## config.mk

```make
export PLATFORM = sky130hd
export DESIGN_NAME = modexp_seq
export DESIGN_NICKNAME = d
export VERILOG_FILES = /design/src/hw/rtl/modexp_pkg.sv /design/src/hw/rtl/modexp_seq.sv
export SDC_FILE = /design/constraint.sdc
export NUM_CORES = 1
export LEC_CHECK = 0
export ABC_AREA = 1
export BUFFER_PORTS_ARGS = -buffer_cell sky130_fd_sc_hd__buf_2
export CORE_MARGIN = 2
export CORE_UTILIZATION = 48
export DETAILED_ROUTE_END_ITERATION = 8
export PLACE_DENSITY = 0.79
export SYNTH_ARGS = -nofsm -noshare
export SYNTH_HDL_FRONTEND = slang
export SYNTH_SLANG_ARGS = --single-unit
```

## constraint.sdc

```tcl
create_clock -name clk -period 3.7 [get_ports clk]
set_clock_uncertainty 0.2 [all_clocks]
set_input_delay 0.74 -clock clk [delete_from_list [all_inputs] [get_ports clk]]
set_output_delay 0.74 -clock clk [all_outputs]
set_load 0.01 [all_outputs]
```

## src/hw/rtl/modexp_pkg.sv

```systemverilog
// modexp_pkg: widths, microcode encodings and the control program for the
// modular exponentiation block. No dependencies.
`default_nettype none

package modexp_pkg;

  localparam int EXP_BITS  = 63;
  localparam int BASE_W    = 63;
  localparam int MOD_W     = 32;
  localparam int PROD_W    = 2 * MOD_W;
  localparam int BITCNT_W  = $clog2(EXP_BITS + 1);
  localparam int DIV_CNT_W = $clog2(PROD_W + 1);
  localparam int STEP_W    = 5;

  typedef logic [STEP_W-1:0] step_t;

  typedef enum logic [3:0] {
    OP_NOP,
    OP_ACCEPT,
    OP_DIV_BASE,
    OP_SET_B,
    OP_INIT_R,
    OP_MUL_RR,
    OP_MUL_RB,
    OP_DIV_PROD,
    OP_SET_R,
    OP_NEXT_BIT,
    OP_OUT_R,
    OP_OUT_ONE,
    OP_OUT_BAD
  } dp_op_t;

  typedef enum logic [3:0] {
    C_NEVER,
    C_ALWAYS,
    C_NO_INPUT,
    C_MOD_ZERO,
    C_EXP_ZERO,
    C_DIV_BUSY,
    C_BIT_CLEAR,
    C_MORE_BITS,
    C_OUT_FULL
  } cond_t;

  typedef struct packed {
    dp_op_t op;
    cond_t  cond;
    step_t  target;
  } ctrl_word_t;

  typedef struct packed {
    logic in_valid;
    logic mod_zero;
    logic exp_zero;
    logic div_busy;
    logic bit_set;
    logic more_bits;
    logic out_full;
  } dp_status_t;

  localparam step_t ST_ACCEPT   = 5'd0;
  localparam step_t ST_CHK_MOD  = 5'd1;
  localparam step_t ST_CHK_EXP  = 5'd2;
  localparam step_t ST_RED_BASE = 5'd3;
  localparam step_t ST_SET_B    = 5'd4;
  localparam step_t ST_INIT_R   = 5'd5;
  localparam step_t ST_SQUARE   = 5'd6;
  localparam step_t ST_SQ_DIV   = 5'd7;
  localparam step_t ST_SQ_SET   = 5'd8;
  localparam step_t ST_TEST_BIT = 5'd9;
  localparam step_t ST_MULT     = 5'd10;
  localparam step_t ST_MUL_DIV  = 5'd11;
  localparam step_t ST_MUL_SET  = 5'd12;
  localparam step_t ST_NEXT_BIT = 5'd13;
  localparam step_t ST_WAIT_R   = 5'd14;
  localparam step_t ST_OUT_R    = 5'd15;
  localparam step_t ST_WAIT_ONE = 5'd16;
  localparam step_t ST_OUT_ONE  = 5'd17;
  localparam step_t ST_WAIT_BAD = 5'd18;
  localparam step_t ST_OUT_BAD  = 5'd19;
  localparam int    PROG_LEN    = 20;

  // jump to target when the condition holds, else fall through to the next step
  function automatic ctrl_word_t ucode_rom(input step_t s);
    ctrl_word_t w;
    case (s)
      ST_ACCEPT:   w = '{OP_ACCEPT,   C_NO_INPUT,  ST_ACCEPT};
      ST_CHK_MOD:  w = '{OP_NOP,      C_MOD_ZERO,  ST_WAIT_BAD};
      ST_CHK_EXP:  w = '{OP_NOP,      C_EXP_ZERO,  ST_WAIT_ONE};
      ST_RED_BASE: w = '{OP_DIV_BASE, C_NEVER,     ST_ACCEPT};
      ST_SET_B:    w = '{OP_SET_B,    C_DIV_BUSY,  ST_SET_B};
      ST_INIT_R:   w = '{OP_INIT_R,   C_NEVER,     ST_ACCEPT};
      ST_SQUARE:   w = '{OP_MUL_RR,   C_NEVER,     ST_ACCEPT};
      ST_SQ_DIV:   w = '{OP_DIV_PROD, C_NEVER,     ST_ACCEPT};
      ST_SQ_SET:   w = '{OP_SET_R,    C_DIV_BUSY,  ST_SQ_SET};
      ST_TEST_BIT: w = '{OP_NOP,      C_BIT_CLEAR, ST_NEXT_BIT};
      ST_MULT:     w = '{OP_MUL_RB,   C_NEVER,     ST_ACCEPT};
      ST_MUL_DIV:  w = '{OP_DIV_PROD, C_NEVER,     ST_ACCEPT};
      ST_MUL_SET:  w = '{OP_SET_R,    C_DIV_BUSY,  ST_MUL_SET};
      ST_NEXT_BIT: w = '{OP_NEXT_BIT, C_MORE_BITS, ST_SQUARE};
      ST_WAIT_R:   w = '{OP_NOP,      C_OUT_FULL,  ST_WAIT_R};
      ST_OUT_R:    w = '{OP_OUT_R,    C_ALWAYS,    ST_ACCEPT};
      ST_WAIT_ONE: w = '{OP_NOP,      C_OUT_FULL,  ST_WAIT_ONE};
      ST_OUT_ONE:  w = '{OP_OUT_ONE,  C_ALWAYS,    ST_ACCEPT};
      ST_WAIT_BAD: w = '{OP_NOP,      C_OUT_FULL,  ST_WAIT_BAD};
      ST_OUT_BAD:  w = '{OP_OUT_BAD,  C_ALWAYS,    ST_ACCEPT};
      default:     w = '{OP_NOP,      C_ALWAYS,    ST_ACCEPT};
    endcase
    return w;
  endfunction

endpackage

`default_nettype wire

```

## src/hw/rtl/modexp_seq.sv

```systemverilog
// modexp_seq: step counter over the microcode program with conditional jumps.
// Depends on modexp_pkg.
`default_nettype none

module modexp_seq import modexp_pkg::*; (
  input  wire logic       clk,
  input  wire logic       rst,
  input  wire dp_status_t status,
  output dp_op_t          op
);

  step_t      step;
  step_t      step_next;
  ctrl_word_t cw;
  logic       take;

  always_comb begin
    cw = ucode_rom(step);
    case (cw.cond)
      C_NEVER:     take = 1'b0;
      C_ALWAYS:    take = 1'b1;
      C_NO_INPUT:  take = !status.in_valid;
      C_MOD_ZERO:  take = status.mod_zero;
      C_EXP_ZERO:  take = status.exp_zero;
      C_DIV_BUSY:  take = status.div_busy;
      C_BIT_CLEAR: take = !status.bit_set;
      C_MORE_BITS: take = status.more_bits;
      C_OUT_FULL:  take = status.out_full;
      default:     take = 1'b1;
    endcase
    step_next = take ? cw.target : step + 1'b1;
  end

  assign op = cw.op;

  always_ff @(posedge clk) begin
    if (rst) begin
      step <= ST_ACCEPT;
    end else begin
      step <= step_next;
    end
  end

  a_step_range: assert property (@(posedge clk) disable iff (rst)
    32'(step) < PROG_LEN)
    else $error("step counter left the program");

endmodule

`default_nettype wire

```

==> key figures, run 1 <==
Logic synthesis
  – Synthesis-stage register bit count: 18
  – Portion of the post-synthesis area used by sequential elements: 0.3154
  – Warnings from Yosys: 0
  – Share of flip-flops with an asynchronous set or reset: 0
  – Post-Synthesis Mean Instance Area: 7.824 um2
  – Ys flop type: sky130_fd_sc_hd__dfxtp_1
  – Number of flops mapped to enable cells by yosys: 0
  – Synth Cell Area: 0.001142 mm2
  – Mapped Cells: 146
  – Post-synthesis net count: 160
  – Yosys cell types: 28

Cells and area
  – Share of layout cells above drive strength 1: 0.2739
  – Syn-to-layout area delta: 7.886%
  – Number of nets in the layout: 172
  – Final instance area: 0.001232 mm2
  – Antenna diode count: 0
  – Most used cells in the layout excluding fill and tap cells: 33 x sky130_fd_sc_hd__nand2_1, 20 x sky130_fd_sc_hd__nand3_1, 18 x sky130_fd_sc_hd__dfxtp_1
  – Most frequent standard cell in the layout excluding fill and tap cells: sky130_fd_sc_hd__nand2_1

CTS
  – Postcts setup bufs: 0
  – Max H-tree Level: 1
  – Number of clock sinks: 18
  – Clock tree from TritonCTS: built
  – CTS buffer count: 3
  – CTS root buf: sky130_fd_sc_hd__clkbuf_4
  – Clock transition at the register clock pins on the worst setup and hold paths after CTS: 0.10 ns
  – Number of hold buffers added after cts: 0
  – PostCTS Resize Cnt: 0
  – Clock Tree Buf Depth: 2
  – Skew-Pair Late Insertion Delay: 0.29 ns

Critical path
  – CP Capture Type: register
  – Worst r2r path cells: 11
  – Highest fanout seen on the critical path: 6
  – Critical Path Source Type: primary input
  – Category of the most critical setup path: primary input to register
  – Worst Path Arrival: 2.34 ns
  – WP data required: 3.70 ns

STA
  – Maximum clock rate: 0.4272 GHz
  – Final period util: 0.6326
  – Post-route minimum period: 2.341 ns
  – Pins Over Slew Limit: 0
  – Slew headroom: 0.7288
  – Number of setup violations in the final report: 0
  – Setup tns final: 0 ns
  – WHS: 0.3726 ns
  – Worst slew pin tran: 0.4043 ns
  – Setup repair after global routing missed its margin: no
  – Count of final hold-check violations: 0

Global routing
  – Number of antenna violations at the first check in global routing: 0
  – GRT Resource Usage Total: 0.1919
  – Number of global-route vias before repair: 899
  – GRT Residual Overflow: 0
  – Largest net degree at the start of global routing: 17
  – Wire length of the first global-routing pass: 3857 um

Floorplan
  – Vert. Die Dim: 52.79 um
  – Row count: 17
  – I/O pin count: 13
  – Area enclosed by the die boundary: 0.002786 mm2
  – Starting density of the core: 0.5115
  – Die Span X: 52.79 um
  – Core area: 0.002233 mm2

Place
  – Final RePlAce weighted congestion: 0.8555
  – Half-perimeter wire length after placement: 1806 um
  – Cell Area, Placed: 0.001196 mm2
  – Number of buffers inserted by port buffering: 12

Min path
  – Worst min-delay path class: register to register
  – Worst hold path depth: 2

Route
  – DRT Pass-1 Iters: 4
  – Routed wirelength normalized by instance count: 12.63 um
  – Detailed Route WL: 2336 um
  – Number of design-rule violations left by the first detailed-router iteration: 28
  – DR vias: 988
  – Number of vias per cell: 5.341
  – DRC violation count after routing: 0
  – Post-route antenna net violation count: 0

Run
  – # Max-Cap Violations: 0

Outcome
  – Run status: complete, no violations
-- final timing paths --
check,end,from,slack [ns]
max,cw[10],status[0],1.36
min reg2reg,step[0],cw[0],0.37
min,step[0],cw[0],0.37
max reg2reg,cw[10],cw[7],1.48
-- flip-flops by register name, indices dropped and copies added, names as in the netlist --
register  flops
cw           13
step          5
-- per-layer routing --
metal | GRT usage | routed length, um
met2 | 0.3292 | 1151
met5 | 0 | 0
met4 | 0.1026 | 89
met1 | 0.2290 | 991
met3 | 0.02571 | 104
-- kinds of logic (layout without fill, tap and decap cells) --
logic type	count (synthesis)	after routing	share of synthesized area
flip-flops	18	18	0.3154
AO/OA/AOI/OAI	14	14	0.08104
AND/OR/NAND/NOR	83	83	0.4261
adder cells (fa/ha/maj)	5	5	0.05476
buffers and inverters	23	34	0.09967
XOR/XNOR	3	3	0.02301
-- stage by stage --
stage            util  cells  setup slack (ns)
4_1_cts        0.5518    185             1.365
6_report       0.5518    185             1.359
5_1_grt        0.5518    185             1.195
3_3_place_gp   0.5356    181             1.096
3_5_place_dp   0.5356    181             1.044
2_1_floorplan       -    146             1.288
-- worst max-delay path: stages --
cell,delay (ns)
sky130_fd_sc_hd__buf_2,0.10
sky130_fd_sc_hd__o21ai_1,0.12
sky130_fd_sc_hd__nand2_1,0.14
sky130_fd_sc_hd__nor2_8,0.18
sky130_fd_sc_hd__nand2_4,0.12
sky130_fd_sc_hd__nand2_1,0.07
sky130_fd_sc_hd__nand3_1,0.15
sky130_fd_sc_hd__ha_1,0.39
sky130_fd_sc_hd__nand4_1,0.10
sky130_fd_sc_hd__nand3_1,0.09
sky130_fd_sc_hd__nand3_1,0.08
sky130_fd_sc_hd__nand2_1,0.05
-- area by class of cell --
type | count | area, um2
multi-input combinational | 105 | 668.1
tap | 28 | 35.03
fill | 225 | 1001
clock buffer | 4 | 36.28
inverter | 18 | 72.57
sequential | 18 | 360.3
timing repair buffer | 12 | 60.06
-- synthesized netlist by cell type, types with 3 or more instances --
library cell | count | share of area
sky130_fd_sc_hd__nand2_1 | 33 | 0.11
sky130_fd_sc_hd__nand3_1 | 20 | 0.088
sky130_fd_sc_hd__dfxtp_1 | 18 | 0.32
sky130_fd_sc_hd__inv_1 | 11 | 0.036
sky130_fd_sc_hd__o21ai_1 | 8 | 0.035
sky130_fd_sc_hd__nand4_1 | 6 | 0.033
sky130_fd_sc_hd__nor2_1 | 6 | 0.020
sky130_fd_sc_hd__ha_1 | 5 | 0.055
sky130_fd_sc_hd__inv_2 | 5 | 0.016
sky130_fd_sc_hd__buf_4 | 4 | 0.026
sky130_fd_sc_hd__nand2_2 | 4 | 0.022
sky130_fd_sc_hd__nand2_4 | 4 | 0.039
sky130_fd_sc_hd__nand3_4 | 3 | 0.046
sky130_fd_sc_hd__nor2_4 | 3 | 0.030
Power of run 1 is not shown: default switching activity piles up to over one toggle a cycle in this logic, so the estimate is an artifact.
==> run 2: changes to the inputs <==
- PLACE_DENSITY: 0.79 -> 0.81
- clock period: 3.7 -> 2.1 ns (I/O delays scaled with it)
==> key figures, run 2 (same netlist as run 1, synthesis figures left out) <==
Outcome
  – Run status: complete, no violations

Cells and area
  – Area taken by flip-flops and latches: 366.6 um2
  – Share of layout cells above drive strength 1: 0.4481
  – Final instance area: 0.001521 mm2
  – Antenna diode count: 0
  – Most frequent standard cell in the layout excluding fill and tap cells: sky130_fd_sc_hd__nand2_1
  – Syn-to-layout area delta: 33.19%
  – Most used cells in the layout excluding fill and tap cells: 31 x sky130_fd_sc_hd__nand2_1, 25 x sky130_fd_sc_hd__buf_4, 18 x sky130_fd_sc_hd__nand3_1
  – Multi-input combinational cell area: 740.7 um2
  – Fillers: 167
  – Number of nets in the layout: 198
  – Max reg flops: 13

CTS
  – CTS buffer count: 3
  – CTS root buf: sky130_fd_sc_hd__clkbuf_4
  – Number of clock sinks: 18
  – Skew-Pair Late Insertion Delay: 0.29 ns
  – Clock tree from TritonCTS: built
  – Max H-tree Level: 1
  – Clock Tree Buf Depth: 2
  – Clock transition at the register clock pins on the worst setup and hold paths after CTS: 0.10 ns
  – Number of hold buffers added after cts: 0

Critical path
  – WP data required: 2.14 ns
  – CP Capture Type: register
  – Worst r2r path cells: 15
  – Category of the most critical setup path: register to register
  – Highest fanout seen on the critical path: 6
  – Worst Path Arrival: 2.11 ns
  – Critical Path Source Type: register

STA
  – Final period util: 0.9842
  – Setup repair after global routing missed its margin: yes
  – Worst slew pin tran: 0.2824 ns
  – Number of setup violations in the final report: 0
  – Pins Over Slew Limit: 0
  – Slew headroom: 0.8105
  – Post-route minimum period: 2.067 ns
  – Crit path setup slack, layout: 0.03326 ns
  – Count of final hold-check violations: 0
  – WHS: 0.4897 ns
  – Maximum clock rate: 0.4839 GHz

Place
  – Half-perimeter wire length after placement: 2174 um
  – Final RePlAce weighted congestion: 0.9189
  – Cell Area, Placed: 0.001389 mm2
  – Number of buffers inserted by port buffering: 12
  – Worst slack after detailed placement: -0.2294 ns

Min path
  – Worst hold path depth: 3
  – Worst min-delay path class: register to register

Global routing
  – GRT Resource Usage Total: 0.2336
  – Number of global-route vias before repair: 1147
  – GRT Residual Overflow: 0
  – Wire length of the first global-routing pass: 4747 um
  – Number of antenna violations at the first check in global routing: 0
  – Largest net degree at the start of global routing: 14

Floorplan
  – Die Span X: 52.79 um
  – I/O pin count: 13
  – Vert. Die Dim: 52.79 um
  – Starting density of the core: 0.5115
  – Row count: 17
  – Area enclosed by the die boundary: 0.002786 mm2
  – Core area: 0.002233 mm2

Route
  – Number of design-rule violations left by the first detailed-router iteration: 34
  – Post-route antenna net violation count: 0
  – DRC violation count after routing: 0
  – Detailed Route WL: 2903 um
  – Number of vias per cell: 5.303
  – DR vias: 1119
  – Routed wirelength normalized by instance count: 13.76 um
  – DRT Pass-1 Iters: 4

Run
  – # Max-Cap Violations: 0
run 2: cell types whose count changed in the layout (fill, tap and decap cells not counted), moves of 2 or more:
cell	delta
sky130_fd_sc_hd__ha_1	-3
sky130_fd_sc_hd__dfxtp_2	+2
sky130_fd_sc_hd__ha_2	+2
sky130_fd_sc_hd__buf_4	+25
sky130_fd_sc_hd__nand2_4	+2
sky130_fd_sc_hd__nand3_1	-2
sky130_fd_sc_hd__nand2_1	-2
sky130_fd_sc_hd__dfxtp_1	-3
run 2: per-stage QoR:
stage	TNS [ns]	utilization	cells
6_report	0	0.6812	211
5_1_grt	-0.3129	0.6812	211
4_1_cts	0	0.6487	209
3_5_place_dp	-1.177	0.6218	205
3_3_place_gp	-0.6074	0.6218	205
2_1_floorplan	0	-	146
run 2: area by class of cell:
cell class	instances	share of cell area
flip-flops and latches	18	0.2410
multi-input cells	105	0.4868
well taps	28	0.02303
clock buffers	4	0.02385
repair buffers	38	0.1760
inverters	18	0.04934
run 2: worst paths after layout:
kind	slack, ns	from	to
max	0.03	cw[7]	cw[5]
min	0.49	cw[0]	step[0]
max reg2reg	0.03	cw[7]	cw[5]
min reg2reg	0.49	cw[0]	step[0]
run 2: repair_timing:
item | 4_1_cts | 5_1_grt
pin swaps | 1 | 3
setup buffers | 0 | 2
gates resized for setup | 4 | 16
endpoints found under the setup margin | 5 | 12
cloned | 0 | 0
run 2: critical path, cell delays in order, from the launching register on:
cell	delay, ns
sky130_fd_sc_hd__dfxtp_4	0.40
sky130_fd_sc_hd__inv_4	0.05
sky130_fd_sc_hd__a21boi_4	0.14
sky130_fd_sc_hd__nor2_4	0.06
sky130_fd_sc_hd__nor2_8	0.14
sky130_fd_sc_hd__nand2_4	0.09
sky130_fd_sc_hd__nor2_4	0.15
sky130_fd_sc_hd__inv_2	0.05
sky130_fd_sc_hd__nand3_2	0.09
sky130_fd_sc_hd__ha_2	0.20
sky130_fd_sc_hd__nand4_1	0.11
sky130_fd_sc_hd__nand2_1	0.08
sky130_fd_sc_hd__nand2_1	0.04
sky130_fd_sc_hd__nand2_1	0.07
sky130_fd_sc_hd__nand2_1	0.06
sky130_fd_sc_hd__nand2_1	0.06
run 2: routing by layer:
layer / track usage / routed length, um
met5: 0 / 0
met4: 0.1197 / 73
met3: 0.03143 / 150
met2: 0.4167 / 1565
met1: 0.2675 / 1113
Power of run 2 is left out for the same reason.
